### src/hdl/bas_pkg.sv
package bas_pkg;

  // Field widths of the pixel and result channels.
  localparam int PIX_W   = 8;
  localparam int SUM_W   = 16;
  localparam int SHADE_W = 4;
  localparam int SCALE_W = PIX_W + SHADE_W;

  // Configuration port.
  localparam int CFG_DATA_W = 11;
  localparam int CFG_IDX_W  = 1;
  localparam int BS_REG_W   = 5;
  localparam int FW_REG_W   = 11;

  localparam logic [CFG_IDX_W-1:0] CFG_BLOCK_SIZE  = 1'b0;
  localparam logic [CFG_IDX_W-1:0] CFG_FRAME_WIDTH = 1'b1;

  localparam logic [BS_REG_W-1:0] BS_RESET = 5'd8;
  localparam logic [FW_REG_W-1:0] FW_RESET = 11'd640;

  // Shade scaling: (PIX_MAX - avg) * SHADE_LEVELS / 2**PIX_W.
  localparam logic [PIX_W-1:0]   PIX_MAX      = 8'hFF;
  localparam logic [SCALE_W-1:0] SHADE_LEVELS = 12'd10;
  localparam logic [SHADE_W-1:0] SHADE_MAX    = 4'd9;

  // Queue between the accumulate front and the divide back.
  localparam int QUEUE_DEPTH = 4;
  localparam int QADDR_W     = $clog2(QUEUE_DEPTH);
  localparam int QCNT_W      = $clog2(QUEUE_DEPTH + 1);

  typedef struct packed {
    logic [SUM_W-1:0] sum;
    logic             last_in_row;
  } tile_sum_t;

endpackage

### src/hdl/bas_queue.sv
module bas_queue import bas_pkg::*; (
  input  logic              clk,
  input  logic              rst_n,
  input  logic              push,
  input  tile_sum_t         push_data,
  input  logic              pop,
  output tile_sum_t         head,
  output logic [QCNT_W-1:0] count
);

  tile_sum_t          entries_r [QUEUE_DEPTH];
  logic [QADDR_W-1:0] wr_ptr_r;
  logic [QADDR_W-1:0] rd_ptr_r;
  logic [QCNT_W-1:0]  count_r;

  always_ff @(posedge clk) begin
    if (!rst_n) begin
      wr_ptr_r <= '0;
      rd_ptr_r <= '0;
      count_r  <= '0;
    end else begin
      if (push) begin
        wr_ptr_r <= wr_ptr_r + QADDR_W'(1);
      end
      if (pop) begin
        rd_ptr_r <= rd_ptr_r + QADDR_W'(1);
      end
      if (push && !pop) begin
        count_r <= count_r + QCNT_W'(1);
      end else if (pop && !push) begin
        count_r <= count_r - QCNT_W'(1);
      end
    end
  end

  always_ff @(posedge clk) begin
    if (push) begin
      entries_r[wr_ptr_r] <= push_data;
    end
  end

  assign head  = entries_r[rd_ptr_r];
  assign count = count_r;

`ifndef ASSERT_OFF
  a_no_overflow: assert property (@(posedge clk) disable iff (!rst_n)
    push |-> (count_r != QCNT_W'(QUEUE_DEPTH)))
    else $error("tile queue overflow");

  a_no_underflow: assert property (@(posedge clk) disable iff (!rst_n)
    pop |-> (count_r != '0))
    else $error("tile queue underflow");
`endif

endmodule

### config.mk
export PLATFORM = sky130hd
export DESIGN_NAME = bas_queue
export DESIGN_NICKNAME = d
export VERILOG_FILES = /design/src/hdl/bas_pkg.sv /design/src/hdl/bas_queue.sv
export SDC_FILE = /design/constraint.sdc
export NUM_CORES = 1
export LEC_CHECK = 0
export BUFFER_PORTS_ARGS = -buffer_cell sky130_fd_sc_hd__buf_2
export CAP_MARGIN = 20
export CELL_PAD_IN_SITES_DETAIL_PLACEMENT = 0
export CELL_PAD_IN_SITES_GLOBAL_PLACEMENT = 2
export CORE_UTILIZATION = 40
export CTS_BUF_LIST = sky130_fd_sc_hd__clkbuf_4 sky130_fd_sc_hd__clkbuf_8
export DETAILED_ROUTE_END_ITERATION = 7
export GPL_TIMING_DRIVEN = 0
export PLACE_DENSITY_LB_ADDON = 0.05
export RECOVER_POWER = 100
export SLEW_MARGIN = 30
export SYNTH_ARGS = -nofsm -noshare
export SYNTH_HDL_FRONTEND = slang
export SYNTH_SLANG_ARGS = --single-unit
### constraint.sdc
create_clock -name clk -period 2 [get_ports clk]
set_input_delay 0.2 -clock clk [delete_from_list [all_inputs] [get_ports clk]]
set_output_delay 0.2 -clock clk [all_outputs]
set_load 0.02 [all_outputs]
==> results.yml <==
pwr:
  powerDensity_nw_per_um2: 955.4
  ir_drop_uv: 407.8
  p_total_w: 0.003239
  power.leakage_nw: 1.148
sta:
  rsz0062_at_grt: "false"
  worst_slew_pin_slew_ns: 0.9329
  slew_violations: 0
  finalSetupViolations: 0
  fin_skew_ns: 0.007139
  timing.slew.headroom_pct: 37.81
  finalCriticalPeriod_ns: 1.880
  period_share_pct: 94.00
  setup_tns_ns: 0
  clock.fmax_mhz: 531.9
  hold_violations: 0
placement:
  dpl_cell_area_sq_um: 3268
  port_buffers: 40
  dp_hpwl_um: 3100
  gp_congestion: 0.6387
synth:
  yosysMostFrequentCell: "edfxtp_1"
  syn_inst: 130
  synth.distinct_cells: 19
  synth-edff-count: 68
  synth_warnings: 0
  ys.flop_type: "edfxtp_1"
  yosys-top-cells-count: "edfxtp_1, mux4_2, and2_1, dfxtp_1, mux4_1"
  synthesis.nets: 157
  synth_top_area_share_pct: 69.80
  synth.area.top_cells: "edfxtp_1, mux4_2, mux4_1, dfxtp_1, ha_1"
  yosys_register_bits: 77
  syn_area_sq_um: 2925
  synth_top_area_cell: "edfxtp_1"
  synthArstFlopShare_pct: 0
  avgSynthCellArea_sq_um: 22.50
  synth-seq-area-share_pct: 75.96
worst_setup_path:
  critical_path_class: "reg -> out"
  cp-start-kind: "register"
  critical_path.max_fanout: 10
  timing.rr.start: "wr_ptr_r[0]$_SDFFE_PN0P_"
  r2r_cells: 4
  cp.required_ns: 1.80
  worst_setup_path_end_kind: "primary output"
  rrSetupSlack_ns: 0.19
  cp.arrival_ns: 1.68
  reg2reg_to: "entries_r[1][4]$_DFFE_PP_"
detailed_routing:
  finalWirelength_um: 4705
  routedWlPerCell_um: 16.63
  dr.pass1.iters: 4
  ant_nets: 0
  drc_errors: 0
  avgViaCountPerCell: 4.728
  drt-initial-drc-count: 88
  dr_total_vias: 1338
finish:
  antenna_cells: 0
  layout-drive-gt1-share_pct: 23.53
  design_area_sq_um: 3391
  nets: 210
  area_growth_pct: 15.91
  n_fill_cell: 603
cts:
  cts_tree: "done"
  post_cts.resized_instances: 0
  ctsHtreeMaxLevel: 3
  clk-insertion-delay-late_ns: 0.33
  cts_buffers: 9
  path_clk_slew_ns: 0.07
  post_cts_buffers: 0
  cts_hold_buf: 0
  cts-root-buf: "clkbuf_8"
  cts_buffer_depth: 2
  cts.sinks: 77
die:
  num_rows: 30
  io_pins: 41
  dieWidth_um: 87.52
  die-area_sq_um: 7659
  die_h_um: 87.52
  initial_core_util_pct: 42.13
  core-area_sq_um: 6944
min_path:
  min-delay-start: "push_data[10]"
  hp-class: "in -> reg"
  whs_path_depth: 1
  hold_path_end: "entries_r[3][10]$_DFFE_PP_"
global_routing:
  grt_pass1_wl_um: 7465
  grt_start_max_net_pins: 18
  first_global_vias: 1467
  grt_overflow: 0
  antenna_found_initial: 0
  grt_usage_pct: 14.18
run_status:
  status: "completed"
flow_run:
  max_cap_viol_count: 0
[cell usage in the layout (no fill, tap or decap), types with 2 or more instances in the layout]
master and instances:
and2_0 4, and2_1 5, buf_2 6, buf_6 2, clkbuf_1 27, clkbuf_2 9
clkbuf_4 2, clkbuf_8 9, clkinv_2 4, dfxtp_1 9, edfxtp_1 68, ha_1 5
inv_1 4, mux2i_1 2, mux4_1 7, mux4_2 10, nor2b_1 2, xnor2_1 2
xor2_1 3
[power breakdown]
part / total, W / leakage, nW / switching [W] / internal (W)
sequential: 0.00187 / 0.699 / 0.0000303 / 0.00184
combinational: 0.000410 / 0.360 / 0.000239 / 0.000171
clock: 0.000958 / 0.0891 / 0.000508 / 0.000450
[worst max-delay path, stage by stage (launching register included)]
cell      delay (ns)
dfxtp_1         0.33
buf_6           0.16
buf_12          0.16
mux4_2          0.52
clkbuf_2        0.17
[cells by family after synthesis]
logic type	Yosys count	share of synthesized area (%)
flops	77	75.96
mux	19	14.67
simple gates	13	2.694
buf+inv	8	1.925
fa+ha+maj	6	2.823
xor+xnor	5	1.497
compound gates	2	0.4276
[worst max-delay path by stage]
| stage | from | end | slack [ns] | depth (start not counted) |
|---|---|---|---|---|
| after CTS | register | head[9] | 0.03 | 4 |
| final | register | head[5] | 0.12 | 4 |
| after detailed placement | wr_ptr_r[0]$_SDFFE_PN0P_ | entries_r[2][16]$_DFFE_PP_ | 0.25 | 3 |
| after global placement | wr_ptr_r[0]$_SDFFE_PN0P_ | entries_r[0][16]$_DFFE_PP_ | 0.26 | 3 |
| after global routing | wr_ptr_r[0]$_SDFFE_PN0P_ | entries_r[1][4]$_DFFE_PP_ | 0.03 | 4 |
| after floorplan | count[0]$_SDFFE_PN0P_ | count[2]$_SDFFE_PN0P_ | 0.52 | 4 |
[through the flow]
stage / setup WS (ns) / std cells / hold slack [ns] / utilization [%]
after global placement: 0.2581 / 266 / 0.4082 / 46.74
after global routing: 0.03304 / 283 / 0.1035 / 48.83
final: 0.1199 / 283 / 0.1199 / 48.83
after detailed placement: 0.2459 / 268 / 0.4200 / 47.06
after CTS: 0.03379 / 283 / 0.06217 / 49.37
after floorplan: 0.5159 / 130 / 0.2989 / -
[routing by layer]
metal	track usage (%)	vias to the layer above	part of all wire, %	wire length, um
met5	0	-	0	0
met4	7.601	0	1.7	80
met1	16.88	672	42	1997
met2	23.72	31	52	2454
met3	3.697	7	3.7	173
li1	-	628	-	-
[state kept, by name (all words and copies together), names as in the netlist, named ones only]
register	flops
count	3
entries_r	68
rd_ptr_r	2
wr_ptr_r	2
[area by class of cell]
cell class	instances	area (sq um)	area share [%]
Multi-Input combinational cell	45	646.9	19.08
Tap cell	96	120.1	3.542
Timing Repair Buffer	42	182.7	5.387
Inverter	4	15.01	0.4428
Clock inverter	5	28.78	0.8487
Clock buffer	10	131.4	3.875
Sequential cell	77	2222	65.54
Buffer	4	43.79	1.292
Power figures use the tool's default switching activity.
