--- config.mk ---
export PLATFORM = sky130hd
export DESIGN_NAME = bas_back_flat
export DESIGN_NICKNAME = d
export VERILOG_FILES = /design/src/hdl/bas_pkg.sv /design/src/hdl/bas_out_if.sv /design/src/hdl/bas_back.sv /design/src/flat_wrapper.sv
export SDC_FILE = /design/constraint.sdc
export NUM_CORES = 1
export LEC_CHECK = 0
export ABC_AREA = 1
export BUFFER_PORTS_ARGS = -buffer_cell sky130_fd_sc_hd__buf_2
export CORE_MARGIN = 1.5
export CORE_UTILIZATION = 45
export DETAILED_ROUTE_END_ITERATION = 10
export SLEW_MARGIN = 0
export SYNTH_ARGS = -nofsm -noshare
export SYNTH_HDL_FRONTEND = slang
export SYNTH_SLANG_ARGS = --single-unit
--- constraint.sdc ---
create_clock -name clk -period 3.82 [get_ports clk]
set_input_delay 0.382 -clock clk [delete_from_list [all_inputs] [get_ports clk]]
set_output_delay 0.382 -clock clk [all_outputs]
set_load 0.02 [all_outputs]
--- src/hdl/bas_pkg.sv ---
package bas_pkg;

  // Field widths of the pixel and result channels.
  localparam int PIX_W   = 8;
  localparam int SUM_W   = 16;
  localparam int SHADE_W = 4;
  localparam int SCALE_W = PIX_W + SHADE_W;

  // Configuration port.
  localparam int CFG_DATA_W = 11;
  localparam int CFG_IDX_W  = 1;
  localparam int BS_REG_W   = 5;
  localparam int FW_REG_W   = 11;

  localparam logic [CFG_IDX_W-1:0] CFG_BLOCK_SIZE  = 1'b0;
  localparam logic [CFG_IDX_W-1:0] CFG_FRAME_WIDTH = 1'b1;

  localparam logic [BS_REG_W-1:0] BS_RESET = 5'd8;
  localparam logic [FW_REG_W-1:0] FW_RESET = 11'd640;

  // Shade scaling: (PIX_MAX - avg) * SHADE_LEVELS / 2**PIX_W.
  localparam logic [PIX_W-1:0]   PIX_MAX      = 8'hFF;
  localparam logic [SCALE_W-1:0] SHADE_LEVELS = 12'd10;
  localparam logic [SHADE_W-1:0] SHADE_MAX    = 4'd9;

  // Queue between the accumulate front and the divide back.
  localparam int QUEUE_DEPTH = 4;
  localparam int QADDR_W     = $clog2(QUEUE_DEPTH);
  localparam int QCNT_W      = $clog2(QUEUE_DEPTH + 1);

  typedef struct packed {
    logic [SUM_W-1:0] sum;
    logic             last_in_row;
  } tile_sum_t;

endpackage

--- src/hdl/bas_out_if.sv ---
interface bas_out_if import bas_pkg::*; ();
  logic               valid;
  logic               ready;
  logic [SHADE_W-1:0] shade_index;
  logic               end_of_tile_row;

  modport source (output valid, shade_index, end_of_tile_row, input ready);
  modport sink (input valid, shade_index, end_of_tile_row, output ready);
endinterface

--- src/hdl/bas_back.sv ---
module bas_back import bas_pkg::*; #(
  parameter int MAX_BLOCK = 16
) (
  input  logic                           clk,
  input  logic                           rst_n,
  input  logic [$clog2(MAX_BLOCK+1)-1:0] bs_eff,
  input  logic [QCNT_W-1:0]              q_count,
  input  tile_sum_t                      head,
  output logic                           pop,
  bas_out_if.source                      out_stream
);

  localparam int BW  = $clog2(MAX_BLOCK + 1);
  localparam int DW  = 2 * BW;
  localparam int SCW = $clog2(SUM_W + 1);

  logic [DW-1:0]      div_sq_r;
  logic               busy_r;
  logic [SCW-1:0]     step_r;
  logic [SUM_W-1:0]   dvd_r;
  logic [SUM_W-1:0]   quo_r;
  logic [DW-1:0]      rem_r;
  logic [DW-1:0]      dsr_r;
  logic               last_r;
  logic               out_valid_r;
  logic [SHADE_W-1:0] shade_r;
  logic               eot_r;

  logic [DW:0]        trial;
  logic               ge;
  logic [DW:0]        rem_sub;
  logic [SUM_W-1:0]   quo_next;
  logic               final_step;
  logic               out_free;
  logic               advance;
  logic [PIX_W-1:0]   avg;
  logic [SCALE_W-1:0] scaled;

  // Restoring division, one quotient bit per cycle, MSB first; the last bit waits until the previous shade is taken.
  assign trial    = {rem_r, dvd_r[SUM_W-1]};
  assign ge       = trial >= {1'b0, dsr_r};
  assign rem_sub  = ge ? (trial - {1'b0, dsr_r}) : trial;
  assign quo_next = {quo_r[SUM_W-2:0], ge};

  assign final_step = (step_r == SCW'(SUM_W - 1));
  assign out_free   = !out_valid_r || out_stream.ready;
  assign advance    = busy_r && (!final_step || out_free);
  assign pop        = !busy_r && (q_count != '0);

  // Averages above the pixel range saturate before scaling.
  assign avg    = (|quo_next[SUM_W-1:PIX_W]) ? PIX_MAX : quo_next[PIX_W-1:0];
  assign scaled = SCALE_W'(PIX_MAX - avg) * SHADE_LEVELS;

  always_ff @(posedge clk) begin
    div_sq_r <= DW'(bs_eff) * DW'(bs_eff);
  end

  always_ff @(posedge clk) begin
    if (!rst_n) begin
      busy_r      <= 1'b0;
      step_r      <= '0;
      out_valid_r <= 1'b0;
    end else begin
      if (pop) begin
        busy_r <= 1'b1;
        step_r <= '0;
      end else if (advance) begin
        step_r <= step_r + SCW'(1);
        if (final_step) begin
          busy_r <= 1'b0;
        end
      end
      if (advance && final_step) begin
        out_valid_r <= 1'b1;
      end else if (out_valid_r && out_stream.ready) begin
        out_valid_r <= 1'b0;
      end
    end
  end

  always_ff @(posedge clk) begin
    if (pop) begin
      dvd_r  <= head.sum;
      quo_r  <= '0;
      rem_r  <= '0;
      dsr_r  <= div_sq_r;
      last_r <= head.last_in_row;
    end else if (advance) begin
      dvd_r <= {dvd_r[SUM_W-2:0], 1'b0};
      quo_r <= quo_next;
      rem_r <= rem_sub[DW-1:0];
      if (final_step) begin
        shade_r <= scaled[SCALE_W-1:PIX_W];
        eot_r   <= last_r;
      end
    end
  end

  assign out_stream.valid           = out_valid_r;
  assign out_stream.shade_index     = shade_r;
  assign out_stream.end_of_tile_row = eot_r;

`ifndef ASSERT_OFF
  a_shade_in_range: assert property (@(posedge clk) disable iff (!rst_n)
    out_valid_r |-> (shade_r <= SHADE_MAX))
    else $error("shade index out of range");

  a_step_bound: assert property (@(posedge clk) disable iff (!rst_n)
    busy_r |-> (step_r < SCW'(SUM_W)))
    else $error("divide step counter overran");
`endif

endmodule

--- src/flat_wrapper.sv ---
// flat-port wrapper written by rule: the top's interface ports become plain ports
module bas_back_flat import bas_pkg::*;
#(
  parameter int MAX_BLOCK = 16
)
  (clk, rst_n, bs_eff, q_count, head, pop, out_stream_valid, out_stream_shade_index, out_stream_end_of_tile_row, out_stream_ready);
  bas_out_if out_stream_i ();
  input  logic clk;
  input  logic rst_n;
  input  logic [$clog2(MAX_BLOCK+1)-1:0] bs_eff;
  input  logic [QCNT_W-1:0] q_count;
  input  tile_sum_t head;
  output logic pop;
  output wire logic [$bits(out_stream_i.valid)-1:0] out_stream_valid;
  output wire logic [$bits(out_stream_i.shade_index)-1:0] out_stream_shade_index;
  output wire logic [$bits(out_stream_i.end_of_tile_row)-1:0] out_stream_end_of_tile_row;
  input wire logic [$bits(out_stream_i.ready)-1:0] out_stream_ready;
  assign out_stream_valid = out_stream_i.valid;
  assign out_stream_shade_index = out_stream_i.shade_index;
  assign out_stream_end_of_tile_row = out_stream_i.end_of_tile_row;
  assign out_stream_i.ready = out_stream_ready;
  bas_back #(.MAX_BLOCK(MAX_BLOCK)) u_core (.clk(clk), .rst_n(rst_n), .bs_eff(bs_eff), .q_count(q_count), .head(head), .pop(pop), .out_stream(out_stream_i));
endmodule
==> results by group <==
Run status
  – Status: completed

Placement
  – Post-DP HPWL: 5.19 mm
  – Place WS: 0.582 ns
  – DP Area: 4250 sq um
  – Port Buf Inserts: 34
  – GPL Wtd Cong: 0.836

Die
  – Initial core utilization: 46.0%
  – Die width: 97.2 um
  – Std-Cell Rows: 34
  – Die Footprint: 9450 sq um
  – CORE AREA: 8680 sq um
  – Io pins: 35
  – Chip height: 97.2 um

Drt
  – Wirelength per Cell: 11.3 um
  – Routed via count: 3059
  – Drt drc: 0
  – Initial DRC Count: 117
  – Final wirelength: 7.15 mm
  – Drt first pass iters: 4
  – Post-route antenna net violation count: 0
  – Post-DR vias/cell: 4.82

STA
  – Final worst setup slack: 0.933 ns
  – TNS Setup: 0 ns
  – Fmax: 346 MHz
  – Final min period: 2.89 ns
  – Rel. slew slack: 53.7%
  – Final Hold Fails: 0
  – Hold Slack: 0.212 ns
  – Fin crit share: 75.6%
  – Worst slew pin tran: 0.692 ns
  – Final setup fails: 0
  – Max-slew violation count: 0
  – Clock Skews: 0.0103 ns
  – RSZ-0062 raised after global routing: false

Worst setup path
  – Critical Path Fanout Max: 5
  – Crit path DAT: 3.16 ns
  – Crit path kind: input port to register
  – Data required time of the worst path: 4.09 ns
  – Critical Path Start Type: input port
  – Worst setup EP type: register

CTS
  – Root Buffer: clkbuf_8
  – Reg clk slew, reported paths: 0.08 ns
  – # H-tree levels: 3
  – CTS tree: done
  – CTS hold repair buffers: 0
  – Number of clock sinks: 72
  – Postcts setup bufs: 0
  – Clock Latency Late Sink: 0.35 ns
  – Max Root-Sink Buffers: 2
  – CTS buffer count: 9
  – Resize count post-CTS: 0

Yosys
  – Synth Warn #: 0
  – Count of state elements after synthesis: 72
  – Synth cell types: 37
  – Top cells by area, synth: edfxtp_1 (23%), dfxtp_1 (21%), nand2_1 (13%), ha_1 (10%), inv_1 (7.1%)
  – Mapped Area: 3990 sq um
  – Average cell area after synthesis: 8.27 sq um
  – Syn nets: 547
  – Cell taking the most area after synthesis: edfxtp_1
  – Share of the synthesized area in the top cell type: 23.3%
  – Post-Synthesis Cells: 483
  – Sequential element share of the synthesized area: 43.9%

Flow run
  – Total of max-cap violations: 0

Global routing
  – GR Overflow Total: 0
  – Total GRT Usage: 16.1%
  – First-pass GRT wire length: 12.5 mm
  – Largest net degree at the start of global routing: 33
  – Initial antenna violation count: 0
  – Vias in the first global route: 2929

Min path
  – Min-delay worst type: input port to register

Layout
  – Area of the multi-input gates: 1880 sq um
  – Commonest non-fill, non-tap cell in the layout: nand2_1
  – Antenna cells: 0
  – Commonest non-fill, non-tap cells in the layout: nand2_1 (140), inv_1 (76), dfxtp_1 (41)
  – Finished Cell Area: 4450 sq um
  – Fillcell total: 841
  – Layout cell share with drive strength beyond 1: 15.6%
  – Area Growth Syn to Fin: 11.5%
  – FF/Latch Area: 1750 sq um
  – # nets final: 586

Pwr
  – PnR Total Power: 0.00211 W
  – Power Dens Cells: 473 nW/um^2
  – Peak VDD IR: 0.198 mV
  – Leakage: 2.21 nW
==> registers in the layout, indices dropped and copies added (netlist names) <==
register                           count
u_core.dsr_r                           9
u_core.step_r                          5
u_core.quo_r                          15
u_core.out_stream.end_of_tile_row      1
u_core.last_r                          1
u_core.div_sq_r                        9
u_core.busy_r                          1
u_core.out_stream.shade_index          4
u_core.out_stream.valid                1
u_core.dvd_r                          16
u_core.rem_r                          10
==> logic make-up (layout without fill, tap and decap cells) <==
logic type	Yosys count	after routing	share of synthesized area, %
AND/OR/NAND/NOR	231	231	25.6
flip-flops	72	72	43.9
buffers and inverters	87	131	9.12
adder cells (fa/ha/maj)	36	36	11.8
AO/OA/AOI/OAI	46	46	7.11
XOR/XNOR	11	11	2.41
==> cells in the mapped netlist, drive strengths merged <==
library cell  instances
a21oi                16
or2                   2
nor3                  5
o21ai                10
a211oi                3
nor2                 41
dfxtp                41
a31o                  1
fa                    3
nand4                11
clkbuf                3
buf                   5
edfxtp               31
xnor2                 4
inv                  79
a21boi                1
o22ai                13
nand3                21
o211ai                1
xor2                  7
nand2               151
o21a                  1
ha                   33
==> power breakdown <==
group	internal, W	switching [W]	leakage, nW
registers	0.000904	0.0000356	0.647
logic	0.000199	0.000351	1.45
clock network	0.000319	0.000298	0.108
total	0.00142	0.000685	2.21
==> critical path, stage by stage <==
cell     delay [ns]
buf_2          0.12
inv_1          0.10
fa_1           0.51
fa_1           0.52
inv_1          0.04
ha_1           0.28
a31o_2         0.24
ha_1           0.34
a21oi_1        0.17
nand2_1        0.10
nand2_1        0.07
a21oi_1        0.05
nor2_1         0.11
xnor2_1        0.12
==> stage by stage <==
| step | std cells | utilization [%] |
|---|---|---|
| final | 635 | 51.3 |
| after global routing | 635 | 51.3 |
| after CTS | 635 | 51.3 |
| after detailed placement | 619 | 48.9 |
| after global placement | 619 | 48.9 |
| after floorplan | 483 | - |
==> metal layers <==
layer	wire length (um)	track usage, %
met1	3400	20.0
met3	211	3.45
met5	0	0
met4	73	5.02
met2	3460	28.0
==> area by class of cell <==
class	count	share of cell area, %
multi-input cells	324	42.2
repair buffers	36	4.16
clock buffers	12	3.99
flip-flops and latches	72	39.3
clock inverters	4	0.646
inverters	79	6.66
well taps	108	3.04
==> path summary, 6_finish.rpt <==
| check | cells past startpoint | end | start | slack, ns |
|---|---|---|---|---|
| max | 14 | u_core.div_sq_r[8] | bs_eff[2] | 0.93 |
| min | 1 | u_core.last_r | head[0] | 0.21 |
| max reg2reg | 13 | u_core.out_stream.shade_index[2] | u_core.quo_r[9] | 1.22 |
| min reg2reg | 0 | u_core.dsr_r[2] | u_core.div_sq_r[2] | 0.41 |
Power figures use the tool's default switching activity.
